--- src/design/ladlp_pkg.sv ---
// Package: control word layout, microcode program and fixed coefficients of the ladder filter.
`default_nettype none

package ladlp_pkg;

    // Q.16 coefficients
    localparam int unsigned K_F     = 76022;  // 1.16
    localparam int unsigned K_GAIN  = 22946;  // 0.35013
    localparam int unsigned K_FB    = 9830;   // 0.15
    localparam int unsigned K_ZERO  = 19661;  // 0.3

    // coefficient operand width of the shared multiplier (signed)
    localparam int B_W = 19;

    localparam int N_POLES = 4;
    localparam logic [1:0] LAST_POLE = 2'(N_POLES - 1);

    typedef logic [4:0] t_pc;

    typedef enum logic [3:0] {
        OP_NOP,
        OP_MLO,     // acc = low half of a times b, plus rounding half
        OP_MHI,     // acc += high half of a times b, shifted up
        OP_WF,      // f, and 1 - f
        OP_WF2,
        OP_WF4,
        OP_WG,
        OP_WK,      // k = 1 - product
        OP_WFB,
        OP_XSUB,    // x = scaled sample - product
        OP_XSAT,    // x = sat(product), pole index cleared
        OP_YSET,    // y = x + product
        OP_YEND,    // x = sat(y + product), pole state written, next pole
        OP_DONE     // result to output register
    } t_op;

    typedef enum logic [3:0] {
        A_CUTOFF,
        A_F,
        A_F2,
        A_F4,
        A_RES4,
        A_OUT3,
        A_IN,
        A_OUT,
        A_X
    } t_asel;

    typedef enum logic [3:0] {
        B_KF,
        B_F,
        B_F2,
        B_KGAIN,
        B_KFB,
        B_K,
        B_FB,
        B_G,
        B_KZERO,
        B_OMF
    } t_bsel;

    typedef enum logic {
        JC_NONE,
        JC_NOT_LAST   // jump while the current pole is not the last
    } t_jc;

    typedef struct packed {
        t_op   op;
        t_asel a_sel;
        t_bsel b_sel;
        t_jc   jc;
        t_pc   target;
    } t_ctrl;

    typedef struct packed {
        logic last_pole;
        logic out_stall;
    } t_stat;

    localparam t_pc LOOP_PC = 5'd24;

    function automatic t_ctrl cw(input t_op op, input t_asel a, input t_bsel b);
        t_ctrl c;
        c.op     = op;
        c.a_sel  = a;
        c.b_sel  = b;
        c.jc     = JC_NONE;
        c.target = '0;
        return c;
    endfunction

    // microcode program
    function automatic t_ctrl ucode(input t_pc pc);
        t_ctrl c;
        case (pc)
            5'd0:  c = cw(OP_MLO,  A_CUTOFF, B_KF);
            5'd1:  c = cw(OP_MHI,  A_CUTOFF, B_KF);
            5'd2:  c = cw(OP_WF,   A_X,      B_G);
            5'd3:  c = cw(OP_MLO,  A_F,      B_F);
            5'd4:  c = cw(OP_MHI,  A_F,      B_F);
            5'd5:  c = cw(OP_WF2,  A_X,      B_G);
            5'd6:  c = cw(OP_MLO,  A_F2,     B_F2);
            5'd7:  c = cw(OP_MHI,  A_F2,     B_F2);
            5'd8:  c = cw(OP_WF4,  A_X,      B_G);
            5'd9:  c = cw(OP_MLO,  A_F4,     B_KGAIN);
            5'd10: c = cw(OP_MHI,  A_F4,     B_KGAIN);
            5'd11: c = cw(OP_WG,   A_X,      B_G);
            5'd12: c = cw(OP_MLO,  A_F2,     B_KFB);
            5'd13: c = cw(OP_MHI,  A_F2,     B_KFB);
            5'd14: c = cw(OP_WK,   A_X,      B_G);
            5'd15: c = cw(OP_MLO,  A_RES4,   B_K);
            5'd16: c = cw(OP_MHI,  A_RES4,   B_K);
            5'd17: c = cw(OP_WFB,  A_X,      B_G);
            5'd18: c = cw(OP_MLO,  A_OUT3,   B_FB);
            5'd19: c = cw(OP_MHI,  A_OUT3,   B_FB);
            5'd20: c = cw(OP_XSUB, A_X,      B_G);
            5'd21: c = cw(OP_MLO,  A_X,      B_G);
            5'd22: c = cw(OP_MHI,  A_X,      B_G);
            5'd23: c = cw(OP_XSAT, A_X,      B_G);
            5'd24: c = cw(OP_MLO,  A_IN,     B_KZERO);
            5'd25: c = cw(OP_MHI,  A_IN,     B_KZERO);
            5'd26: c = cw(OP_YSET, A_X,      B_G);
            5'd27: c = cw(OP_MLO,  A_OUT,    B_OMF);
            5'd28: c = cw(OP_MHI,  A_OUT,    B_OMF);
            5'd29: begin
                c = cw(OP_YEND, A_X, B_G);
                c.jc     = JC_NOT_LAST;
                c.target = LOOP_PC;
            end
            5'd30: c = cw(OP_DONE, A_X,      B_G);
            default: c = cw(OP_NOP, A_X,     B_G);
        endcase
        return c;
    endfunction

endpackage

`default_nettype wire

--- src/design/ladlp_seq.sv ---
// Microcode sequencer: step counter, program table and conditional jumps.
`default_nettype none

module ladlp_seq (
    input  wire logic              i_clk,
    input  wire logic              i_rst_n,
    input  wire logic              i_start,
    input  wire ladlp_pkg::t_stat  i_stat,
    output ladlp_pkg::t_ctrl       o_ctrl,
    output logic                   o_busy
);
    import ladlp_pkg::*;

    logic  r_busy, n_busy;
    t_pc   r_pc, n_pc;
    t_ctrl word;

    assign word = ucode(r_pc);

    always_comb begin
        n_busy = r_busy;
        n_pc   = r_pc;
        if (!r_busy) begin
            if (i_start) begin
                n_busy = 1'b1;
                n_pc   = '0;
            end
        end else begin
            case (word.op)
                OP_DONE: begin
                    if (!i_stat.out_stall) begin
                        n_busy = 1'b0;
                    end
                end
                default: begin
                    if (word.jc == JC_NOT_LAST && !i_stat.last_pole) begin
                        n_pc = word.target;
                    end else begin
                        n_pc = r_pc + 5'd1;
                    end
                end
            endcase
        end
    end

    always_ff @(posedge i_clk) begin
        if (!i_rst_n) begin
            r_busy <= 1'b0;
            r_pc   <= '0;
        end else begin
            r_busy <= n_busy;
            r_pc   <= n_pc;
        end
    end

    always_comb begin
        o_ctrl = word;
        if (!r_busy) begin
            o_ctrl = cw(OP_NOP, A_X, B_G);
        end
    end

    assign o_busy = r_busy;

endmodule

`default_nettype wire

--- src/design/four_pole_ladder_lowpass_unit.sv ---
// Top level: four-pole ladder low-pass filter, microcoded over one shared multiplier.
`default_nettype none

// Four-pole ladder low-pass filter. Each input word carries a Q1.15 sample
// (SAMPLE_BITS wide) with its own Q0.16 cutoff and Q2.14 resonance; each
// output word is the fourth pole's output, rounded and saturated to the
// sample format. Internally f = 1.16*cutoff, gain = 0.35013*f^4 and
// feedback = resonance*(1 - 0.15*f^2) are formed per sample, the gained and
// fed-back sample then runs through four one-pole sections
// y = x + 0.3*x_prev + (1-f)*y_prev, all in Q6.(STATE_BITS-6) fixed point with
// round-half-up products and saturation of every section output.
// A new word is taken in the cycle after the previous result is registered
// into the output register. The pace is set by the single multiplier:
// sixteen products per sample, each made in two passes (low and high half
// of the wide operand), plus register moves, stepped by a 31-entry
// microcode table with a loop over the four poles.
// A finished result sits in an output register, so the next word is
// accepted while the previous result is still waiting; a new result is only
// blocked if the old one has not been taken by then. Reset clears the filter
// memory (all eight pole values).
module four_pole_ladder_lowpass_unit #(
    parameter int SAMPLE_BITS = 16,
    parameter int STATE_BITS  = 32
) (
    input  wire logic                          i_clk,
    input  wire logic                          i_rst_n,
    // input words
    input  wire logic                          i_in_valid,
    output logic                               o_in_ready,
    input  wire logic signed [SAMPLE_BITS-1:0] i_sample_in,
    input  wire logic        [15:0]            i_cutoff,
    input  wire logic        [15:0]            i_resonance,
    // output words
    output logic                               o_out_valid,
    input  wire logic                          i_out_ready,
    output logic signed      [SAMPLE_BITS-1:0] o_sample_out
);
    import ladlp_pkg::*;

    // widths
    localparam int SB   = SAMPLE_BITS;
    localparam int S    = STATE_BITS;
    localparam int AW   = S + 3;               // wide multiplier operand
    localparam int HALF = (AW + 1) / 2;        // low pass of the wide operand
    localparam int PW   = AW + B_W;            // product accumulator
    localparam int QW   = PW - 16;             // product after the Q.16 scaling
    // fraction bits of state minus fraction bits of a sample
    localparam int DIFF = (S - 6) - (SB - 1);
    localparam int DSH  = (DIFF >= 0) ? DIFF : -DIFF;
    localparam int RSH  = (DSH > 0) ? DSH - 1 : 0;
    localparam int IW   = ((SB > AW) ? SB : AW) + 1;
    localparam int RW   = S + DSH + 1;

    localparam logic signed [PW-1:0] RND_Q16 = PW'(32768);
    localparam logic signed [IW-1:0] RND_IN  = {{(IW-1){1'b0}}, 1'b1} << RSH;
    localparam logic signed [RW-1:0] RND_OUT = {{(RW-1){1'b0}}, 1'b1} << RSH;
    localparam logic signed [QW-1:0] ST_MAX  = {{(QW-S+1){1'b0}}, {(S-1){1'b1}}};
    localparam logic signed [QW-1:0] ST_MIN  = {{(QW-S+1){1'b1}}, {(S-1){1'b0}}};
    localparam logic signed [RW-1:0] SM_MAX  = {{(RW-SB+1){1'b0}}, {(SB-1){1'b1}}};
    localparam logic signed [RW-1:0] SM_MIN  = {{(RW-SB+1){1'b1}}, {(SB-1){1'b0}}};
    localparam logic [16:0]          ONE_Q16 = 17'h10000;
    localparam logic signed [B_W-1:0] ONE_B  = B_W'(65536);

    function automatic logic signed [S-1:0] sat_state(input logic signed [QW-1:0] v);
        logic signed [QW-1:0] t;
        t = v;
        if (v > ST_MAX) begin
            t = ST_MAX;
        end else if (v < ST_MIN) begin
            t = ST_MIN;
        end
        return t[S-1:0];
    endfunction

    // sequencer
    t_ctrl ctrl;
    t_stat stat;
    logic  busy;
    logic  in_acc;

    assign o_in_ready = !busy;
    assign in_acc     = i_in_valid && !busy;

    ladlp_seq u_seq (
        .i_clk   (i_clk),
        .i_rst_n (i_rst_n),
        .i_start (i_in_valid),
        .i_stat  (stat),
        .o_ctrl  (ctrl),
        .o_busy  (busy)
    );

    // captured input word
    logic signed [SB-1:0] r_sample;
    logic        [15:0]   r_cutoff;
    logic        [15:0]   r_res;

    always_ff @(posedge i_clk) begin
        if (in_acc) begin
            r_sample <= i_sample_in;
            r_cutoff <= i_cutoff;
            r_res    <= i_resonance;
        end
    end

    // per-sample coefficients
    logic        [16:0]    r_f, r_f2, r_f4, r_k;
    logic        [15:0]    r_g;
    logic        [17:0]    r_fb;
    logic signed [B_W-1:0] r_omf;   // 1 - f, may go negative

    // pole memory and working values
    logic signed [S-1:0]  r_in_prev  [N_POLES];
    logic signed [S-1:0]  r_out_prev [N_POLES];
    logic signed [AW-1:0] r_x;
    logic signed [QW-1:0] r_y;
    logic        [1:0]    r_i;
    logic signed [PW-1:0] r_acc, n_acc;

    // operand select
    logic signed [AW-1:0]  a_op;
    logic signed [B_W-1:0] b_op;

    always_comb begin
        case (ctrl.a_sel)
            A_CUTOFF: a_op = signed'(AW'(r_cutoff));
            A_F:      a_op = signed'(AW'(r_f));
            A_F2:     a_op = signed'(AW'(r_f2));
            A_F4:     a_op = signed'(AW'(r_f4));
            A_RES4:   a_op = signed'(AW'({r_res, 2'b00}));
            A_OUT3:   a_op = AW'(r_out_prev[LAST_POLE]);
            A_IN:     a_op = AW'(r_in_prev[r_i]);
            A_OUT:    a_op = AW'(r_out_prev[r_i]);
            A_X:      a_op = r_x;
            default:  a_op = r_x;
        endcase
    end

    always_comb begin
        case (ctrl.b_sel)
            B_KF:    b_op = signed'(B_W'(K_F));
            B_F:     b_op = signed'({2'b00, r_f});
            B_F2:    b_op = signed'({2'b00, r_f2});
            B_KGAIN: b_op = signed'(B_W'(K_GAIN));
            B_KFB:   b_op = signed'(B_W'(K_FB));
            B_K:     b_op = signed'({2'b00, r_k});
            B_FB:    b_op = signed'({1'b0, r_fb});
            B_G:     b_op = signed'({3'b000, r_g});
            B_KZERO: b_op = signed'(B_W'(K_ZERO));
            B_OMF:   b_op = r_omf;
            default: b_op = r_omf;
        endcase
    end

    // shared multiplier: wide operand split in two passes
    logic signed [HALF:0]           lo_s;
    logic signed [AW-HALF-1:0]      hi_s;
    logic signed [HALF+B_W:0]       p_lo;
    logic signed [AW-HALF+B_W-1:0]  p_hi;
    logic signed [QW-1:0]           q;

    assign lo_s = signed'({1'b0, a_op[HALF-1:0]});
    assign hi_s = a_op[AW-1:HALF];
    assign p_lo = lo_s * b_op;
    assign p_hi = hi_s * b_op;
    assign q    = signed'(r_acc[PW-1:16]);   // round-half-up a*b/2^16

    always_comb begin
        n_acc = r_acc;
        case (ctrl.op)
            OP_MLO:  n_acc = PW'(p_lo) + RND_Q16;
            OP_MHI:  n_acc = r_acc + (PW'(p_hi) <<< HALF);
            default: n_acc = r_acc;
        endcase
    end

    // sample moved into state format
    logic signed [IW-1:0] x_wide;
    logic signed [AW-1:0] x0;

    always_comb begin
        if (DIFF >= 0) begin
            x_wide = IW'(r_sample) <<< DSH;
        end else begin
            x_wide = (IW'(r_sample) + RND_IN) >>> DSH;
        end
        x0 = x_wide[AW-1:0];
    end

    // section output, summed and clamped
    logic signed [QW-1:0] y_sum;
    logic signed [S-1:0]  y_sat;

    assign y_sum = r_y + q;
    assign y_sat = sat_state(y_sum);

    // result back to sample format
    logic signed [S-1:0]  y_last;
    logic signed [RW-1:0] res_wide;
    logic signed [RW-1:0] res_clamp;
    logic signed [SB-1:0] res;

    always_comb begin
        y_last = r_x[S-1:0];
        if (DIFF > 0) begin
            res_wide = (RW'(y_last) + RND_OUT) >>> DSH;
        end else begin
            res_wide = RW'(y_last) <<< DSH;
        end
        res_clamp = res_wide;
        if (res_wide > SM_MAX) begin
            res_clamp = SM_MAX;
        end else if (res_wide < SM_MIN) begin
            res_clamp = SM_MIN;
        end
        res = res_clamp[SB-1:0];
    end

    // output register
    logic                 r_out_valid;
    logic signed [SB-1:0] r_out;
    logic                 out_stall;
    logic                 done;

    assign out_stall      = r_out_valid && !i_out_ready;
    assign done           = (ctrl.op == OP_DONE) && !out_stall;
    assign stat.out_stall = out_stall;
    assign stat.last_pole = (r_i == LAST_POLE);

    // datapath registers
    always_ff @(posedge i_clk) begin
        r_acc <= n_acc;
        case (ctrl.op)
            OP_WF: begin
                r_f   <= q[16:0];
                r_omf <= ONE_B - signed'({2'b00, q[16:0]});
            end
            OP_WF2:  r_f2 <= q[16:0];
            OP_WF4:  r_f4 <= q[16:0];
            OP_WG:   r_g  <= q[15:0];
            OP_WK:   r_k  <= ONE_Q16 - q[16:0];
            OP_WFB:  r_fb <= q[17:0];
            OP_XSUB: r_x  <= AW'(QW'(x0) - q);
            OP_XSAT: r_x  <= AW'(sat_state(q));
            OP_YSET: r_y  <= QW'(r_x) + q;
            OP_YEND: r_x  <= AW'(y_sat);
            default: r_x  <= r_x;
        endcase
        if (done) begin
            r_out <= res;
        end
    end

    // pole memory, pole index and output valid
    always_ff @(posedge i_clk) begin
        if (!i_rst_n) begin
            for (int n = 0; n < N_POLES; n++) begin
                r_in_prev[n]  <= '0;
                r_out_prev[n] <= '0;
            end
            r_i         <= '0;
            r_out_valid <= 1'b0;
        end else begin
            case (ctrl.op)
                OP_XSAT: r_i <= '0;
                OP_YEND: begin
                    r_in_prev[r_i]  <= r_x[S-1:0];
                    r_out_prev[r_i] <= y_sat;
                    r_i             <= r_i + 2'd1;
                end
                default: r_i <= r_i;
            endcase
            if (done) begin
                r_out_valid <= 1'b1;
            end else if (i_out_ready) begin
                r_out_valid <= 1'b0;
            end
        end
    end

    assign o_out_valid  = r_out_valid;
    assign o_sample_out = r_out;

endmodule

`default_nettype wire

--- config.mk ---
export PLATFORM = sky130hd
export DESIGN_NAME = four_pole_ladder_lowpass_unit
export DESIGN_NICKNAME = d
export VERILOG_FILES = /design/src/design/ladlp_pkg.sv /design/src/design/ladlp_seq.sv /design/src/design/four_pole_ladder_lowpass_unit.sv
export SDC_FILE = /design/constraint.sdc
export NUM_CORES = 2
export LEC_CHECK = 0
export ABC_CLOCK_PERIOD_IN_PS = 15400
export BUFFER_PORTS_ARGS = -buffer_cell sky130_fd_sc_hd__buf_4
export CORE_ASPECT_RATIO = 1.1
export CORE_MARGIN = 10
export CORE_UTILIZATION = 60
export DETAILED_ROUTE_END_ITERATION = 6
export PLACE_DENSITY_LB_ADDON = 0.08
export SYNTH_ARGS = -nofsm -noshare
export SYNTH_HDL_FRONTEND = slang
export SYNTH_HIERARCHICAL = 1
export SYNTH_SLANG_ARGS = --single-unit
--- constraint.sdc ---
create_clock -name i_clk -period 15.4 [get_ports i_clk]
set_clock_uncertainty 0.2 [all_clocks]
set_input_delay 0.77 -clock i_clk [delete_from_list [all_inputs] [get_ports i_clk]]
set_output_delay 0.77 -clock i_clk [all_outputs]
set_load 0.01 [all_outputs]
Word-level counts from Yosys, hierarchy flattened:

Memories as Yosys holds them, arrays and structs flattened. A register that Yosys moved wholly into a read port is not among the register bits.
Index checks and enable logic that the tools add are counted.

* bits in registers: 321
* bits in writable memories: 256
* bits in read-only memories: 480
* input bits: 52
* output and inout port bits: 18
* logic and storage cells: 125
* memories: 3

* add/subtract/negate cells: 10
* $mul: 2
* order comparisons: 6
* equal/unequal tests: 31
* multiplexer cells: 37
* reduce and logical (&&, ||, !) cells: 18

Memory list
* (no name shown): words 32, bits a word 15, rd ports 1, clocked after memory_dff 1, write ports 0, line ladlp_pkg.sv:95 `case (pc)`
* r_in_prev: words 4, bits a word 32, rd ports 1, clocked after memory_dff 1, write ports 4, line four_pole_ladder_lowpass_unit.sv:113 `logic signed [S-1:0] r_in_prev [N_POLES];`
* r_out_prev: words 4, bits a word 32, rd ports 2, clocked after memory_dff 1, write ports 4, line four_pole_ladder_lowpass_unit.sv:114 `logic signed [S-1:0] r_out_prev [N_POLES];`

Operators with widths (count)
* $pmux W35 S8: 1
* $mux W32: 6
* $pmux W19 S9: 1
* $pmux W54 S2: 1
* $pmux W35 S3: 1
* $gt A38 B32 Y1 const B: 2
* $lt A38 B32 Y1 const B: 2
* $reduce_or A32 Y1: 2
* $add A54 B54 Y54: 1
* $eq A4 B3 Y1 const B: 12
* $add A38 B17 Y39 const B: 1
* $add A35 B38 Y38: 1
* $add A38 B38 Y38: 1
* $mul A19 B19 Y38: 1
* $mul A17 B19 Y36: 1
* $sub A27 B35 Y35: 1
* $add A32 B12 Y33 const B: 1
* $eq A4 B4 Y1 const B: 8
* $mux W5: 6
* $eq A4 B2 Y1 const B: 6
* $gt A22 B16 Y1 const B: 1
* $lt A22 B16 Y1 const B: 1
* $mux W18: 1
* $sub A17 B17 Y18 const A: 1
* other kinds (16): 44

Longest topological paths before layout:

* depth in word-level cells: 8
* mapped depth: 46
* mapped depth without buffers: 44

Hierarchy:

The synthesis kept the hierarchy.

By module, submodules not included
* four_pole_ladder_lowpass_unit: instances 1, cells each 5269, area an instance 54011.8 µm², sequential area each 16615.9 µm²
* ladlp_seq: instances 1, cells each 178, area an instance 1575.3 µm², sequential area each 380.4 µm²

Worst setup path before layout:

Ideal clock, no wire load.

* path type: register -> register
* start: reg u_seq.r_busy (netlist: u_seq/o_busy)
* end: reg r_acc[53], data pin
* setup time: 0.254 ns
* arrival time: 10.277 ns
* data required time: 14.946 ns
* slack: 4.670 ns
* cell stages (with the launch flop): 45
* path buffers: 7
* clock period less this slack: 10.730 ns
* cells stage by stage: dfxtp_1 -> buf_2 -> clkbuf_1 -> and2_1 -> buf_2 -> inv_1 -> and4_1 -> clkbuf_1 -> clkbuf_1 -> a221oi_1 -> clkbuf_1 -> nor2_1 -> fa_1 -> inv_1 -> fa_1 -> fa_1 -> fa_1 -> inv_1 -> (+9 left out) -> a31oi_1 -> nand2b_1 -> a21o_1 -> a21o_1 -> a21o_1 -> xor2_1 -> ha_1 -> a21o_1 -> a21o_1 -> a21oi_1 -> o21ai_0 -> nand3_1 -> o311ai_0 -> a31oi_1 -> nor3_1 -> o31ai_1 -> xnor3_1 -> a21o_1

RTL lines
* start, declared: line ladlp_seq.sv:14 `logic r_busy, n_busy;`
* start signal, assigned: line ladlp_seq.sv:51 `r_busy <= n_busy;`
* end signal, assigned: line four_pole_ladder_lowpass_unit.sv:232 `r_acc <= n_acc;`
* end, declared: line four_pole_ladder_lowpass_unit.sv:118 `logic signed [PW-1:0] r_acc, n_acc;`

==> results_dict.tcl <==
set metrics [dict create \
    grt_max_degree 65 \
    grt_pass1_wl_um 261000 \
    root_buffer "clkbuf_16" \
    cts_setup_buffers 0 \
    critPathKind "reg -> reg" \
    die_h_um 339 \
    numCtsBuffers 58 \
    grt_pass1_vias 43000 \
    crit_path_top_delay_cell "dfxtp_1" \
    hold_viol_final 0 \
    die_area_mm2 0.105 \
    yosysWarnings 6 \
    hp-start "i_resonance[6]" \
    dieWidth_um 310 \
    fmax_mhz 80.7 \
    overflow 0 \
    final.min_clock_period_ns 12.38 \
    synth_cells 5440 \
    required_ns 15.62 \
    areaGrowthSynthToFinish_pct 7.59 \
    routabilityCongestion 0.967 \
    path_common_cell "fa_1" \
    hold_buffers 0 \
    max-cap-violations 0 \
    crit_path_start "u_seq/o_busy$_SDFF_PN0_" \
    fin_crit_sh_pct 80.4 \
    core_area_mm2 0.0914 \
    initial_core_util_pct 60.7 \
    worst_pin_slew_ns 1.26 \
    htree_levels 2 \
    slowest_delay_ns 0.95 \
    via_per_inst 6.32 \
    drt-total-wl_um 170000 \
    cts.clk_slew.worst_paths_ns 0.07 \
    timing.rr.start "u_seq/o_busy$_SDFF_PN0_" \
    synth.cell_area_mm2 0.0555 \
    track_usage_pct 32.7 \
    nets 6479 \
    hold_path.class "in -> reg" \
    ctsResizeCount 0 \
    drive_above_1_share_pct 8.46 \
    antenna_found_initial 2 \
    first_pass_iters 7 \
    wl_per_cell_um 25.6 \
    place.port_buffers 69 \
    cp_max_fo 32 \
    synth_nets 6489 \
    startpoint_type "flop" \
    io_pins 70 \
    rsz0062_at_grt "no" \
    tritoncts "built" \
    antenna_left 0 \
    setup_viol 0 \
    vias 42100 \
    syn_avg_cell_area_um2 10.2 \
    dp_hpwl_um 128000 \
    first_iter_violations 4349 \
    final.setup.tns_ns 0 \
    clock_latency_ns 0.68 \
    arrival_ns 12.60 \
    clock_sinks 574 \
    ctsLongestPathBuffers 3 \
    drt_drc_violations_left 0 \
    status "finished clean" \
    report.final.slew_viol_count 0 \
    crit_path_end_kind "flop" \
    num_rows 116 \
    relSlewSlack_pct 15.7 \
]
-- final cells by class --
cell class,instances,area [um2]
diodes,1,2.50
clock buffers,76,1540
clock inverters,28,364
fillers,7360,31700
inverters,765,2870
multi-input cells,3835,35000
flip-flops and latches,574,17000
well taps,1180,1480
repair buffers,196,1480
-- per-layer routing --
metal / share of wire, % / GRT usage (%)
met2: 46 / 50.9
met5: 0.0076 / 0
met3: 10 / 6.68
met1: 39 / 44.1
met4: 5.0 / 13.7
-- sequential cells by signal, indices dropped and copies added, names as in the netlist, 17 cells and up, named ones only --
name / count
r_in_prev: 128
r_out_prev: 128
r_acc: 38
r_y: 38
r_x: 35
r_fb: 18
r_f2: 17
r_f4: 17
r_f: 17
r_k: 17
r_omf: 17
-- metrics by stage --
step                      instance area [um2]  util [%]  hold WS [ns]  std cells  setup slack (ns)
final                                   59800      65.4        0.0721       6655              3.02
after CTS                               59700      65.3        0.0462       6654              3.14
after floorplan                         55500         -         0.307       5440              4.69
after detailed placement                57800      63.3         0.371       6550              3.19
after global placement                  57800      63.3         0.360       6550              3.39
after global routing                    59800      65.3        0.0539       6654              2.18
-- critical path, delay by kind of cell, from the launching register on --
kind,cells,cell delay (ns)
AND/OR/NAND/NOR,8,2.20
adder cells (fa/ha/maj),8,3.83
buffers and inverters,5,0.47
XOR/XNOR,2,0.29
AO/OA/AOI/OAI,13,4.11
flip-flops,1,0.95
-- layout by cell type, fill, tap and decap left out, drive strengths merged, types with 26 or more instances in the layout --
cell,n
nand2b,70
nor2b,59
o21ai,293
o21bai,35
mux4,64
nor2,387
o211ai,32
buf,196
edfxtp,550
nor3,46
nand3,74
nor4,31
xor2,78
xnor2,132
nand2,519
ha,396
a21o,105
and2,156
and3,44
a211oi,28
inv,766
nand4,33
o2111ai,32
or3,26
o21a,38
a21oi,215
a22oi,30
fa,601
clkbuf,76
-- worst paths after layout --
kind | end | slack, ns | cells past startpoint
setup / recovery | r_acc[53]$_DFFE_PP_ | 3.02 | 36
hold reg to reg | u_seq/o_busy$_SDFF_PN0_ | 0.39 | 2
hold / removal | r_res[6]$_DFFE_PP_ | 0.07 | 1
setup reg to reg | r_acc[53]$_DFFE_PP_ | 3.02 | 36
Power is not shown: default switching activity piles up to over one toggle a cycle in this logic, so the estimate is an artifact.
